**src/hw/rtl/crfp_pkg.sv**
```systemverilog
// Shared types, constants and helper functions for the camera reply frame parser.
// Depends on nothing; every other file refers to it by scoped names.
`default_nettype none

package crfp_pkg;

  localparam int BUFFER_DEPTH = 16;
  localparam int COUNT_W      = $clog2(BUFFER_DEPTH + 1);

  localparam logic [7:0] END_BYTE = 8'hFF;

  // Only frame bytes 2 to 9 are ever read back, so only those are kept.
  localparam int FIELD_FIRST = 2;
  localparam int FIELD_NUM   = 8;
  localparam int FIELD_IDX_W = $clog2(FIELD_NUM);

  // Counts held when the end byte arrives, one below the frame lengths 3, 7 and 11.
  localparam logic [COUNT_W-1:0] ACK_COUNT     = COUNT_W'(3 - 1);
  localparam logic [COUNT_W-1:0] ZOOM_COUNT    = COUNT_W'(7 - 1);
  localparam logic [COUNT_W-1:0] PANTILT_COUNT = COUNT_W'(11 - 1);
  localparam logic [COUNT_W-1:0] FULL_COUNT    = COUNT_W'(BUFFER_DEPTH);

  localparam logic [2:0] KIND_NONE    = 3'd0;
  localparam logic [2:0] KIND_ACK     = 3'd1;
  localparam logic [2:0] KIND_ZOOM    = 3'd2;
  localparam logic [2:0] KIND_PANTILT = 3'd3;
  localparam logic [2:0] KIND_UNKNOWN = 3'd4;

  typedef logic [FIELD_NUM-1:0][7:0] field_bytes_t;

  typedef struct packed {
    logic [2:0]         kind;
    logic [15:0]        zoom;
    logic signed [15:0] pan;
    logic signed [15:0] tilt;
  } reply_t;

  // Four bytes weighted by nibble positions; wide bytes overlap and wrap.
  function automatic logic [15:0] nibble_sum(input logic [7:0] b0, input logic [7:0] b1,
                                             input logic [7:0] b2, input logic [7:0] b3);
    logic [15:0] s;
    s = {b0[3:0], 12'h000} + {b1, 8'h00} + {4'h0, b2, 4'h0} + {8'h00, b3};
    return s;
  endfunction

endpackage

`default_nettype wire

```
**src/hw/rtl/crfp_classify.sv**
```systemverilog
// Combinational classification of the frame that an end byte closes.
// Depends on crfp_pkg for the count constants, kinds and reply_t.
`default_nettype none

module crfp_classify (
  input  wire logic [7:0]                  rx_byte,
  input  wire logic [crfp_pkg::COUNT_W-1:0] count,
  input  wire crfp_pkg::field_bytes_t       fields,
  output crfp_pkg::reply_t                  reply
);

  always_comb begin
    reply = '0;
    if (rx_byte == crfp_pkg::END_BYTE) begin
      unique case (count)
        crfp_pkg::ACK_COUNT: begin
          reply.kind = crfp_pkg::KIND_ACK;
        end
        crfp_pkg::ZOOM_COUNT: begin
          reply.kind = crfp_pkg::KIND_ZOOM;
          reply.zoom = crfp_pkg::nibble_sum(fields[0], fields[1], fields[2], fields[3]);
        end
        crfp_pkg::PANTILT_COUNT: begin
          reply.kind = crfp_pkg::KIND_PANTILT;
          reply.pan  = crfp_pkg::nibble_sum(fields[0], fields[1], fields[2], fields[3]);
          reply.tilt = crfp_pkg::nibble_sum(fields[4], fields[5], fields[6], fields[7]);
        end
        default: begin
          reply.kind = crfp_pkg::KIND_UNKNOWN;
        end
      endcase
    end
  end

endmodule

`default_nettype wire

```
**src/hw/rtl/camera_reply_frame_parser.sv**
```systemverilog
// Latency: a result is valid in the cycle after its byte's request is accepted.
// Throughput: one byte per cycle unless a result waits on out_ready; the byte
// count register feeds the next byte's decode; a taken result frees the output.
// Reset clears the byte count and the result valid flag and sets the camera
// number to 1; stored frame bytes are not cleared.
// Depends on crfp_pkg and crfp_classify.
`default_nettype none

module camera_reply_frame_parser (
  input  wire logic               clk,
  input  wire logic               rst,
  input  wire logic               cfg_we,
  input  wire logic [2:0]         cfg_wdata,
  input  wire logic               in_valid,
  output logic                    in_ready,
  input  wire logic [7:0]         rx_byte,
  output logic                    out_valid,
  input  wire logic               out_ready,
  output logic [2:0]              reply_kind,
  output logic [15:0]             zoom_value,
  output logic signed [15:0]      pan_units,
  output logic signed [15:0]      tilt_units
);

  logic [2:0]                  camera_number;
  logic [crfp_pkg::COUNT_W-1:0] count;
  logic [crfp_pkg::COUNT_W-1:0] count_next;
  crfp_pkg::field_bytes_t       fields;
  crfp_pkg::reply_t             reply;
  logic [7:0]                   header;
  logic                         accept;
  logic                         store_field;
  logic [crfp_pkg::COUNT_W-1:0] field_offset;

  assign header   = {1'b1, camera_number, 4'h0};
  assign in_ready = !out_valid || out_ready;
  assign accept   = in_valid && in_ready;

  always_comb begin
    count_next  = count;
    store_field = 1'b0;
    if (rx_byte == crfp_pkg::END_BYTE) begin
      count_next = '0;
    end else if (rx_byte == header) begin
      count_next = crfp_pkg::COUNT_W'(1);
    end else if (count < crfp_pkg::FULL_COUNT) begin
      count_next  = count + crfp_pkg::COUNT_W'(1);
      store_field = (count >= crfp_pkg::COUNT_W'(crfp_pkg::FIELD_FIRST)) &&
                    (count < crfp_pkg::COUNT_W'(crfp_pkg::FIELD_FIRST + crfp_pkg::FIELD_NUM));
    end
  end

  assign field_offset = count - crfp_pkg::COUNT_W'(crfp_pkg::FIELD_FIRST);

  always_ff @(posedge clk) begin
    if (rst) begin
      camera_number <= 3'd1;
    end else if (cfg_we) begin
      camera_number <= cfg_wdata;
    end
  end

  always_ff @(posedge clk) begin
    if (rst) begin
      count <= '0;
    end else if (accept) begin
      count <= count_next;
    end
  end

  always_ff @(posedge clk) begin
    if (accept && store_field) begin
      fields[field_offset[crfp_pkg::FIELD_IDX_W-1:0]] <= rx_byte;
    end
  end

  crfp_classify u_classify (
    .rx_byte (rx_byte),
    .count   (count),
    .fields  (fields),
    .reply   (reply)
  );

  always_ff @(posedge clk) begin
    if (rst) begin
      out_valid <= 1'b0;
    end else if (accept) begin
      out_valid <= 1'b1;
    end else if (out_ready) begin
      out_valid <= 1'b0;
    end
  end

  always_ff @(posedge clk) begin
    if (accept) begin
      reply_kind <= reply.kind;
      zoom_value <= reply.zoom;
      pan_units  <= reply.pan;
      tilt_units <= reply.tilt;
    end
  end

`ifndef NO_ASSERTIONS
  a_end_clears_count: assert property (@(posedge clk) disable iff (rst)
    accept && rx_byte == crfp_pkg::END_BYTE |=> count == '0)
    else $error("Byte count not cleared after an end byte.");

  a_header_restarts: assert property (@(posedge clk) disable iff (rst)
    accept && rx_byte != crfp_pkg::END_BYTE && rx_byte == header
    |=> count == crfp_pkg::COUNT_W'(1))
    else $error("Header byte did not restart the frame.");

  a_accept_gives_result: assert property (@(posedge clk) disable iff (rst)
    accept |=> out_valid)
    else $error("Accepted request produced no result.");

  a_count_bounded: assert property (@(posedge clk) disable iff (rst)
    accept |=> count <= crfp_pkg::FULL_COUNT)
    else $error("Byte count ran past the buffer depth.");

  a_zoom_only_for_zoom: assert property (@(posedge clk) disable iff (rst)
    out_valid && reply_kind != crfp_pkg::KIND_ZOOM |-> zoom_value == 16'h0000)
    else $error("Zoom value set on a reply that is not a zoom reply.");
`endif

endmodule

`default_nettype wire
```
**config.mk**
```make
export PLATFORM = sky130hd
export DESIGN_NAME = camera_reply_frame_parser
export DESIGN_NICKNAME = d
export VERILOG_FILES = /design/src/hw/rtl/crfp_pkg.sv /design/src/hw/rtl/crfp_classify.sv /design/src/hw/rtl/camera_reply_frame_parser.sv
export SDC_FILE = /design/constraint.sdc
export NUM_CORES = 1
export LEC_CHECK = 0
export ABC_CLOCK_PERIOD_IN_PS = 4700
export BUFFER_PORTS_ARGS = -buffer_cell sky130_fd_sc_hd__buf_2
export CELL_PAD_IN_SITES_DETAIL_PLACEMENT = 2
export CELL_PAD_IN_SITES_GLOBAL_PLACEMENT = 2
export CORE_UTILIZATION = 40
export CTS_CLUSTER_DIAMETER = 30
export DETAILED_ROUTE_END_ITERATION = 10
export PLACE_DENSITY = 0.83
export SLEW_MARGIN = 0
export SYNTH_ARGS = -nofsm -noshare
export SYNTH_HDL_FRONTEND = slang
export SYNTH_HIERARCHICAL = 1
export SYNTH_SLANG_ARGS = --single-unit
```
**constraint.sdc**
```tcl
create_clock -name clk -period 4.7 [get_ports clk]
set_input_delay 0.94 -clock clk [delete_from_list [all_inputs] [get_ports clk]]
set_output_delay 0.94 -clock clk [all_outputs]
set_load 0.02 [all_outputs]
```
Yosys cells after proc, flatten, opt, wreduce, memory -nomap -nowiden
Cells that the tools add are included.

Register bits after elaboration: 124. Latch bits: 0. Bits in writable memories: 0. Memory bits (read-only): 0. Memories kept: 0.

$add $sub $neg: 8. Multiply operators: 0. Divide/modulo/power cells: 0. $lt $le $gt $ge: 5. Equal/unequal tests: 5. Shift operators: 0. Multiplexer cells: 12. Bitwise operators: 0. Reduce and logical (&&, ||, !) cells: 11.

Operator list (number): 64-bit bitwise mux (1); 16-bit by 12-bit adder with 16-bit output (2); 16-bit adder (2); 16-bit by 8-bit adder with 16-bit output (2); 8-bit demux with 3-bit select (1); 5-bit two-way mux (3); 3-bit case mux with 3 select lines (1); 8-bit == test (1); 8-bit == test (second input constant) (1); 8-bit two-way mux (1); 2-bit AND reduction (3); 5-bit by 1-bit adder with 5-bit output (second input constant) (1); 5-bit by 2-bit == test with 1-bit output (second input constant) (1); 5-bit by 3-bit == test with 1-bit output (second input constant) (1); 5-bit by 4-bit == test with 1-bit output (second input constant) (1); 5-bit by 2-bit greater-or-equal comparator with 1-bit output (second input constant) (1); 5-bit by 4-bit < comparator with 1-bit output (second input constant) (1); 5-bit < comparator (second input constant) (1); 1-bit two-way mux (5); 1-bit logical AND (4); 3-bit by 4-bit < comparator with 1-bit output (second input constant) (1); 3-bit by 1-bit greater-or-equal comparator with 1-bit output (second input constant) (1); 3-bit nonzero test (1); 3-bit by 2-bit subtractor with 3-bit output (second input constant) (1); 3 further kinds (3).

Longest topological paths before layout
Gate-level depths: netlist (run 1).

Word-level depth: 6. Depth in mapped cells: 8.

By module
The synthesis (run 1) kept the hierarchy.

Modules (own cells, without submodules): camera_reply_frame_parser (instances 1, cells each 185, area an instance 4027.6 um^2, seq. area each 3633.5 um^2); crfp_classify (instances 1, cells each 202, area an instance 1378.8 um^2, seq. area each 0.0 um^2).

Worst setup path before layout (run 1)
Ideal clock, no wire load.

Path type: input-to-reg. Start: input port out_ready. End: register count[4] (netlist name). Arrival: 3622 ps. Data required time: 4625 ps. Setup slack: 1004 ps. Stages: 4. Cells stage by stage: nor2b_4 nor2_1 a41oi_1 nor2_1.

Longest elaborated chain between the ends: 3.

RTL lines: from (decl) (RTL line camera_reply_frame_parser.sv:18) `input wire logic out_ready,`; 1-bit logical OR (RTL line camera_reply_frame_parser.sv:36) `assign in_ready = !out_valid || out_ready;`; 1-bit logical AND (RTL line camera_reply_frame_parser.sv:37) `assign accept = in_valid && in_ready;`; net accept (RTL line camera_reply_frame_parser.sv:31) `logic accept;`; 2-bit AND reduction (no line); to (signal assigned) (RTL line camera_reply_frame_parser.sv:67) `count <= count_next;`; to (decl) (RTL line camera_reply_frame_parser.sv:26) `logic [crfp_pkg::COUNT_W-1:0] count;`.

The timed path passes the listed nets, and every way through them passes these cells. A chain may end at the register's enable or synchronous reset.

Worst setup path in the final report (run 1)
Start: input port rx_byte[5]. End: register fields[33] (netlist name) (enable).

Longest elaborated chain between the ends: 4.

RTL lines: from (decl) (RTL line camera_reply_frame_parser.sv:16) `input wire logic [7:0] rx_byte,`; 8-bit == test (RTL line camera_reply_frame_parser.sv:44) `end else if (rx_byte == header) begin`; 1-bit two-way mux (RTL line camera_reply_frame_parser.sv:44); 1-bit two-way mux (*) (RTL line camera_reply_frame_parser.sv:42) `if (rx_byte == crfp_pkg::END_BYTE) begin`; 1-bit logical AND (*) (RTL line camera_reply_frame_parser.sv:72) `if (accept && store_field) begin`; to (signal, indexed assignment) (RTL line camera_reply_frame_parser.sv:73) `fields[field_offset[crfp_pkg::FIELD_IDX_W-1:0]] <= rx_byte;`; to (decl) (RTL line camera_reply_frame_parser.sv:28) `crfp_pkg::field_bytes_t fields;`.

Mark *: on every way between the ends. The rest lies on a longest branch, timed or not.

==> impl_metrics.yaml, run 1 <==
clock_network:
  cts_sinks: 116
  worstSkewPairLatency_ns: 0.43
  cts.path.max_buffers: 2
  cts-root-buf: "clkbuf_16"
  clkTransAtPathRegs_ns: 0.05
  cts_buffers: 17
  cts_tree: "yes"
  cts_setup_buffers: 0
  htreeDepth: 4
  cts_resized: 0
  ctsHoldBuffers: 0
grt:
  grt_start_max_net_pins: 32
  first_global_vias: 3917
  grt_pass1_wl_um: 23000
  antenna_found_initial: 0
  grtUsageTotal_pct: 24.4
  overflow: 0
cells_and_area:
  diodes: 0
  fillerInstances: 1224
  drive_gt1_share_pct: 23.3
  nets: 504
  area.growth.synth_to_final_pct: 23.0
  seqCellArea_sq_mm: 0.00339
  final_area_sq_mm: 0.00635
  multiInputGateArea_sq_mm: 0.00167
routing:
  drtIter0Drc: 154
  first_pass_iters: 4
  drc: 0
  wl_per_cell_um: 23.0
  drt-total-wl_um: 14900
  num_vias: 3545
  vias_per_cell: 5.47
  ant_nets: 0
sta:
  grt_setup_unrepaired: "false"
  setup_viol: 0
  finalHoldViolations: 0
  fin_crit_ns: 2.72
  fin_skew_ns: 0.0172
  tightestPinTransition_ns: 1.30
  max_freq_ghz: 0.368
  setup_tns_ns: 0
  relSlewSlack_pct: 12.9
  slew_violations: 0
  fin_crit_sh_pct: 57.8
  worst_slack_ns: 1.98
synthesis:
  ys_warn_count: 6
  netlist_area_sq_mm: 0.00517
  avgSynthCellArea_sq_um: 13.6
  syn_inst: 379
  synth_fp_nets: 420
job:
  max_cap_violations: 0
floorplanning:
  ios: 69
  num_rows: 41
  die_h_um: 116
  fp.dieW_um: 116
  design.die.area_sq_mm: 0.0134
  core-area_sq_mm: 0.0126
  initial_core_util_pct: 40.9
place:
  postPlaceCellArea_sq_mm: 0.00571
  hpwlAfterDp_um: 9460
  pre_cts_slack_ns: 1.57
  portBuffers: 68
  gp_congestion: 0.744
setup_path:
  crit_fanout: 9
  cp-end-kind: "flop"
  required_ns: 4.75
  worstPathArrival_ns: 2.76
  cp-start-kind: "input pin"
  path_class: "input pin to flop"
power:
  p_leak_nw: 2.49
  p_total_mw: 2.73
  power-per-cell-area_mw_per_mm2: 429
  irDropWorstVdd_v: 0.000240
worst_hold_path:
  hold_path_class: "flop to flop"
status:
  status: "completed"
==> layout make-up <==
class | instances | share of cell area, %
clock inverter | 12 | 3.29
multi-input combinational | 238 | 26.2
tap | 172 | 3.39
inverter | 19 | 1.12
sequential | 116 | 53.4
timing repair buffer | 71 | 5.71
clock buffer | 20 | 6.87
==> where the power goes <==
group / internal [mW] / switching [mW]
clock: 0.985 / 0.461
combinational: 0.0325 / 0.0840
sequential: 1.15 / 0.0120
total: 2.17 / 0.557
==> sequential cells by signal (all words and copies together) (netlist names) <==
name and count:
count 5, camera_number 3, out_valid 1, tilt_units 16, pan_units 16, zoom_value 16, fields 56, reply_kind 3
==> worst max-delay path, stage by stage <==
cell and delay, ns:
buf_2 0.17, xnor2_1 0.17, nand3_1 0.20, o21ai_2 0.18, nor4_1 1.10
==> placed cells by master, fill, tap and decap left out, types with 9 or more instances in the layout <==
cell and n:
edfxtp_1 107, buf_2 68, nor2_1 46, ha_1 23
inv_1 18, nor3_1 18, clkbuf_16 17, a21oi_1 15
o21ai_0 9, dfxtp_1 9
==> path summary, 6_finish.rpt <==
check	from	end	slack (ns)	cells past startpoint
setup / recovery	rx_byte[5]	fields[33]	1.98	5
hold / removal	camera_number[0]	camera_number[0]	0.52	2
setup reg to reg	count[1]	tilt_units[12]	2.29	5
hold reg to reg	camera_number[0]	camera_number[0]	0.52	2
==> metal layers <==
metal	track usage [%]	vias to the layer above	part of all wire, %	routed length (um)
met4	12.8	0	2.0	295
met5	0	-	0	0
li1	-	1629	-	-
met2	39.6	107	52	7690
met1	29.5	1786	43	6370
met3	7.43	23	3.8	567
==> per-stage QoR <==
| stage | hold WS (ns) | instances | util (%) |
|---|---|---|---|
| 6_report | 0.520 | 648 | 50.3 |
| 3_3_place_gp | 0.486 | 616 | 45.2 |
| 2_1_floorplan | 0.462 | 379 | - |
| 5_1_grt | 0.545 | 648 | 50.3 |
| 3_5_place_dp | 0.518 | 616 | 45.2 |
| 4_1_cts | 0.531 | 648 | 50.3 |
Power figures use the tool's default switching activity.
==> run 2: changes to the inputs <==
ABC_CLOCK_PERIOD_IN_PS = 2600   (was 4700)
clock period = 2.6 ns   (was 4.7 ns; I/O delays follow)
==> impl_metrics.yaml, run 2 (synthesis gave the netlist of run 1 again) <==
grt:
  first_global_vias: 4073
  overflow: 0
  grtUsageTotal_pct: 25.8
  grt_pass1_wl_um: 24300
  antenna_found_initial: 0
  grt_start_max_net_pins: 37
sta:
  setup_tns_ns: 0
  relSlewSlack_pct: 17.7
  tightestPinTransition_ns: 1.23
  fin_crit_ns: 2.42
  setup_viol: 0
  max_freq_ghz: 0.413
  slew_violations: 0
  fin_crit_sh_pct: 93.2
  finalHoldViolations: 0
  grt_setup_unrepaired: "false"
  fin_skew_ns: 0.0158
cells_and_area:
  area.growth.synth_to_final_pct: 22.0
  fillerInstances: 1235
  final_core_util_pct: 50.0
  nets: 519
  diodes: 0
  final_cell_mix: "107 x edfxtp_1, 69 x buf_2, 46 x nor2_1, 23 x ha_1, 18 x inv_1"
  mostFrequentLayoutCell: "edfxtp_1"
  drive_gt1_share_pct: 24.9
  largest_register_ffs: 56
  fin_cells: 661
clock_network:
  cts_setup_buffers: 0
  cts_sinks: 116
  cts_tree: "yes"
  cts-root-buf: "clkbuf_16"
  worstSkewPairLatency_ns: 0.43
  cts.path.max_buffers: 2
  cts_resized: 0
  clkTransAtPathRegs_ns: 0.05
  htreeDepth: 4
  cts_buffers: 17
  ctsHoldBuffers: 0
job:
  max_cap_violations: 0
setup_path:
  reg2reg_depth: 6
  worstPathArrival_ns: 2.60
  r2r_start: "fields[61]"
  worstSetupStartpoint: "fields[61]"
  slowest_delay_ns: 0.56
  worstPathCellList: "ha_1 > a211oi_1 > o31ai_2 > and4_1 > o21a_1 > o21ba_1"
  regToRegSetupSlack_ns: 0.18
  cp-start-kind: "flop"
  r2r-end: "tilt_units[15]"
  path_class: "flop to flop"
  required_ns: 2.77
  crit_fanout: 3
  crit_slowest_cell: "a211oi_1"
  cp-end-kind: "flop"
floorplanning:
  num_rows: 41
  initial_core_util_pct: 40.9
  core-area_sq_mm: 0.0126
  die_h_um: 116
  ios: 69
  design.die.area_sq_mm: 0.0134
  fp.dieW_um: 116
place:
  gp_congestion: 0.787
  placed_cells_incl_taps: 630
  portBuffers: 68
  hpwlAfterDp_um: 10600
worst_hold_path:
  holdPathStages: 2
  min_to: "out_valid"
  min_from: "rst"
  hold_path_class: "input pin to flop"
power:
  irDropWorstVdd_v: 0.000460
  p_leak_nw: 2.49
  power-per-cell-area_mw_per_mm2: 685
routing:
  num_vias: 3665
  vias_per_cell: 5.54
  drc: 0
  drtIter0Drc: 208
  wl_per_cell_um: 24.1
  first_pass_iters: 4
  drt-total-wl_um: 15900
  ant_nets: 0
status:
  status: "completed"
[run 2: worst max path at each step]
stage                     endpoint  slack [ns]  depth (start not counted)
CTS                     fields[15]        0.14                          4
floorplan             pan_units[0]        0.22                          2
global placement        fields[56]        0.30                          5
global route            fields[27]        0.09                          4
finish              tilt_units[15]        0.18                          6
detailed placement      fields[25]       0.007                          5
[run 2: power breakdown]
part / total (mW) / switching (mW) / internal (mW)
logic: 0.231 / 0.161 / 0.0703
clock network: 1.99 / 0.811 / 1.18
registers: 2.10 / 0.0177 / 2.08
total: 4.32 / 0.990 / 3.33
[run 2: worst max-delay path: cells and delay by family, from the launching register on]
family / cells / cell delay [ns]
AOI/OAI and AO/OA: 4 / 1.14
and+or+nand+nor: 1 / 0.26
adders and majority gates: 1 / 0.34
DFF: 1 / 0.43
[run 2: routing by layer]
metal | up-vias | routed length, um | global-route usage, % | share of wire (%)
li1 | 1650 | - | - | -
met1 | 1864 | 6250 | 28.7 | 39
met2 | 115 | 8460 | 45.9 | 53
met3 | 36 | 675 | 6.43 | 4.2
met4 | 0 | 526 | 13.1 | 3.3
met5 | - | 0 | 0 | 0
[run 2: final cells by class]
class	count	area (sq um)	area share, %
sequential	116	3390	53.8
multi-input combinational	238	1670	26.5
timing repair buffer	86	473	7.50
clock buffer	21	440	6.99
tap	172	215	3.41
inverter	19	71.3	1.13
clock inverter	9	41.3	0.655
[run 2: per-stage QoR]
| stage | power [mW] | area [sq um] | hold slack (ns) | setup WS (ns) |
|---|---|---|---|---|
| after floorplan | 2.25 | 5170 | 0.462 | 0.223 |
| after global placement | 2.35 | 5810 | 0.488 | 0.297 |
| after detailed placement | 2.36 | 5810 | 0.521 | 0.00686 |
| after CTS | 4.35 | 6290 | 0.316 | 0.142 |
| after global routing | 4.44 | 6300 | 0.338 | 0.0877 |
| final | 4.32 | 6300 | 0.318 | 0.177 |
==> run 3: changes to the inputs <==
ABC_CLOCK_PERIOD_IN_PS = 2500   (was 2600)
BUFFER_PORTS_ARGS = -buffer_cell sky130_fd_sc_hd__buf_4   (was -buffer_cell sky130_fd_sc_hd__buf_2)
clock period = 2.5 ns   (was 2.6 ns; I/O delays follow)
==> impl_metrics.yaml, run 3 (synthesis gave the netlist of run 1 again) <==
status:
  status: "completed"
sta:
  relSlewSlack_pct: 17.8
  finalHoldViolations: 0
  grt_setup_unrepaired: "false"
  fin_crit_sh_pct: 93.3
  fin_skew_ns: 0.00821
  setup_viol: 0
  holdWs_ns: 0.286
  tightestPinTransition_ns: 1.22
  max_freq_ghz: 0.429
  fin_crit_ns: 2.33
  slew_violations: 0
cells_and_area:
  final_cell_mix: "107 x edfxtp_1, 84 x buf_4, 46 x nor2_1, 23 x ha_1, 18 x inv_1"
  fillerInstances: 1244
  final_area_sq_mm: 0.00653
  fin_cells: 662
  largest_register_ffs: 56
  drive_gt1_share_pct: 25.3
  diodes: 0
  nets: 518
  mostFrequentLayoutCell: "edfxtp_1"
  area.growth.synth_to_final_pct: 26.3
floorplanning:
  num_rows: 41
  fp.dieW_um: 116
  die_h_um: 116
  core-area_sq_mm: 0.0126
  ios: 69
  design.die.area_sq_mm: 0.0134
  initial_core_util_pct: 40.9
setup_path:
  path_class: "flop to flop"
  cp-start-kind: "flop"
  crit_fanout: 8
  cp-end-kind: "flop"
  required_ns: 2.53
  worstPathArrival_ns: 2.36
grt:
  overflow: 0
  antenna_found_initial: 0
  groute.layer.met1.usage_pct: 27.6
  grt.busiest_layer: "met2"
  grt_start_max_net_pins: 55
  grt_use_met2_pct: 44.3
  grt_pass1_wl_um: 23400
  grtUsageMet3_pct: 6.12
  grtUsageTotal_pct: 24.7
  first_global_vias: 4038
clock_network:
  htreeDepth: 4
  worstSkewPairLatency_ns: 0.42
  cts.path.max_buffers: 2
  cts_sinks: 116
  cts-root-buf: "clkbuf_16"
  cts_buffers: 17
  clkTransAtPathRegs_ns: 0.06
  cts_tree: "yes"
routing:
  ant_nets: 0
  wl_per_cell_um: 23.1
  drc: 0
  drt-total-wl_um: 15300
  first_pass_iters: 4
  drtIter0Drc: 196
  num_vias: 3586
  vias_per_cell: 5.42
place:
  postPlaceCellArea_sq_mm: 0.00600
  hpwlAfterDp_um: 10200
  gp_congestion: 0.776
  portBuffers: 68
  placed_cells_incl_taps: 630
worst_hold_path:
  hold_path_class: "input pin to flop"
power:
  p_total_mw: 4.64
  power-per-cell-area_mw_per_mm2: 711
  irDropWorstVdd_v: 0.000479
  p_leak_nw: 2.55
job:
  max_cap_violations: 0
[run 3: where the power goes]
group          leakage (nW)  internal, mW  switching (mW)
registers              1.09          2.17          0.0206
logic                  1.20         0.102           0.167
clock network         0.260          1.33           0.854
total                  2.55          3.60            1.04
[run 3: worst paths after layout]
check                   start  slack, ns          endpoint  cells after the start
min                       rst       0.29  camera_number[2]                      2
max                 out_valid       0.17        fields[15]                      4
min reg2reg  camera_number[2]       0.53  camera_number[2]                      2
max reg2reg         out_valid       0.17        fields[15]                      4
[run 3: timing repair]
item,in CTS,in global routing
gates resized for setup,0,1
hold buffers,0,0
setup endpoints to repair,0,8
setup buffers,0,0
[run 3: through the flow]
| stage | setup TNS [ns] | setup WS [ns] | util (%) |
|---|---|---|---|
| after floorplan | 0 | 0.143 | - |
| after global placement | 0 | 0.243 | 47.5 |
| after detailed placement | -1.36 | -0.0968 | 47.5 |
| after CTS | 0 | 0.0737 | 51.7 |
| after global routing | 0 | 0.0169 | 51.7 |
| final | 0 | 0.167 | 51.7 |
[run 3: critical path, stage by stage, from the launching register on]
cell      delay [ns]
dfxtp_1         0.31
nor2b_4         0.15
inv_1           0.10
nand4b_1        0.31
nor3_1          1.07
[run 3: routing by layer]
layer / wire length [um] / vias to the layer above
met5: 0 / -
met4: 433 / 0
met3: 519 / 31
met2: 7950 / 94
met1: 6360 / 1818
li1: - / 1643
[run 3: cell type report]
type	instances	area (sq um)	share of cell area (%)
Clock inverter	14	95.1	1.46
Inverter	19	71.3	1.09
Multi-Input combinational cell	238	1670	25.6
Clock buffer	18	429	6.58
Sequential cell	116	3390	52.0
Timing Repair Buffer	85	651	9.97
Tap cell	172	215	3.30
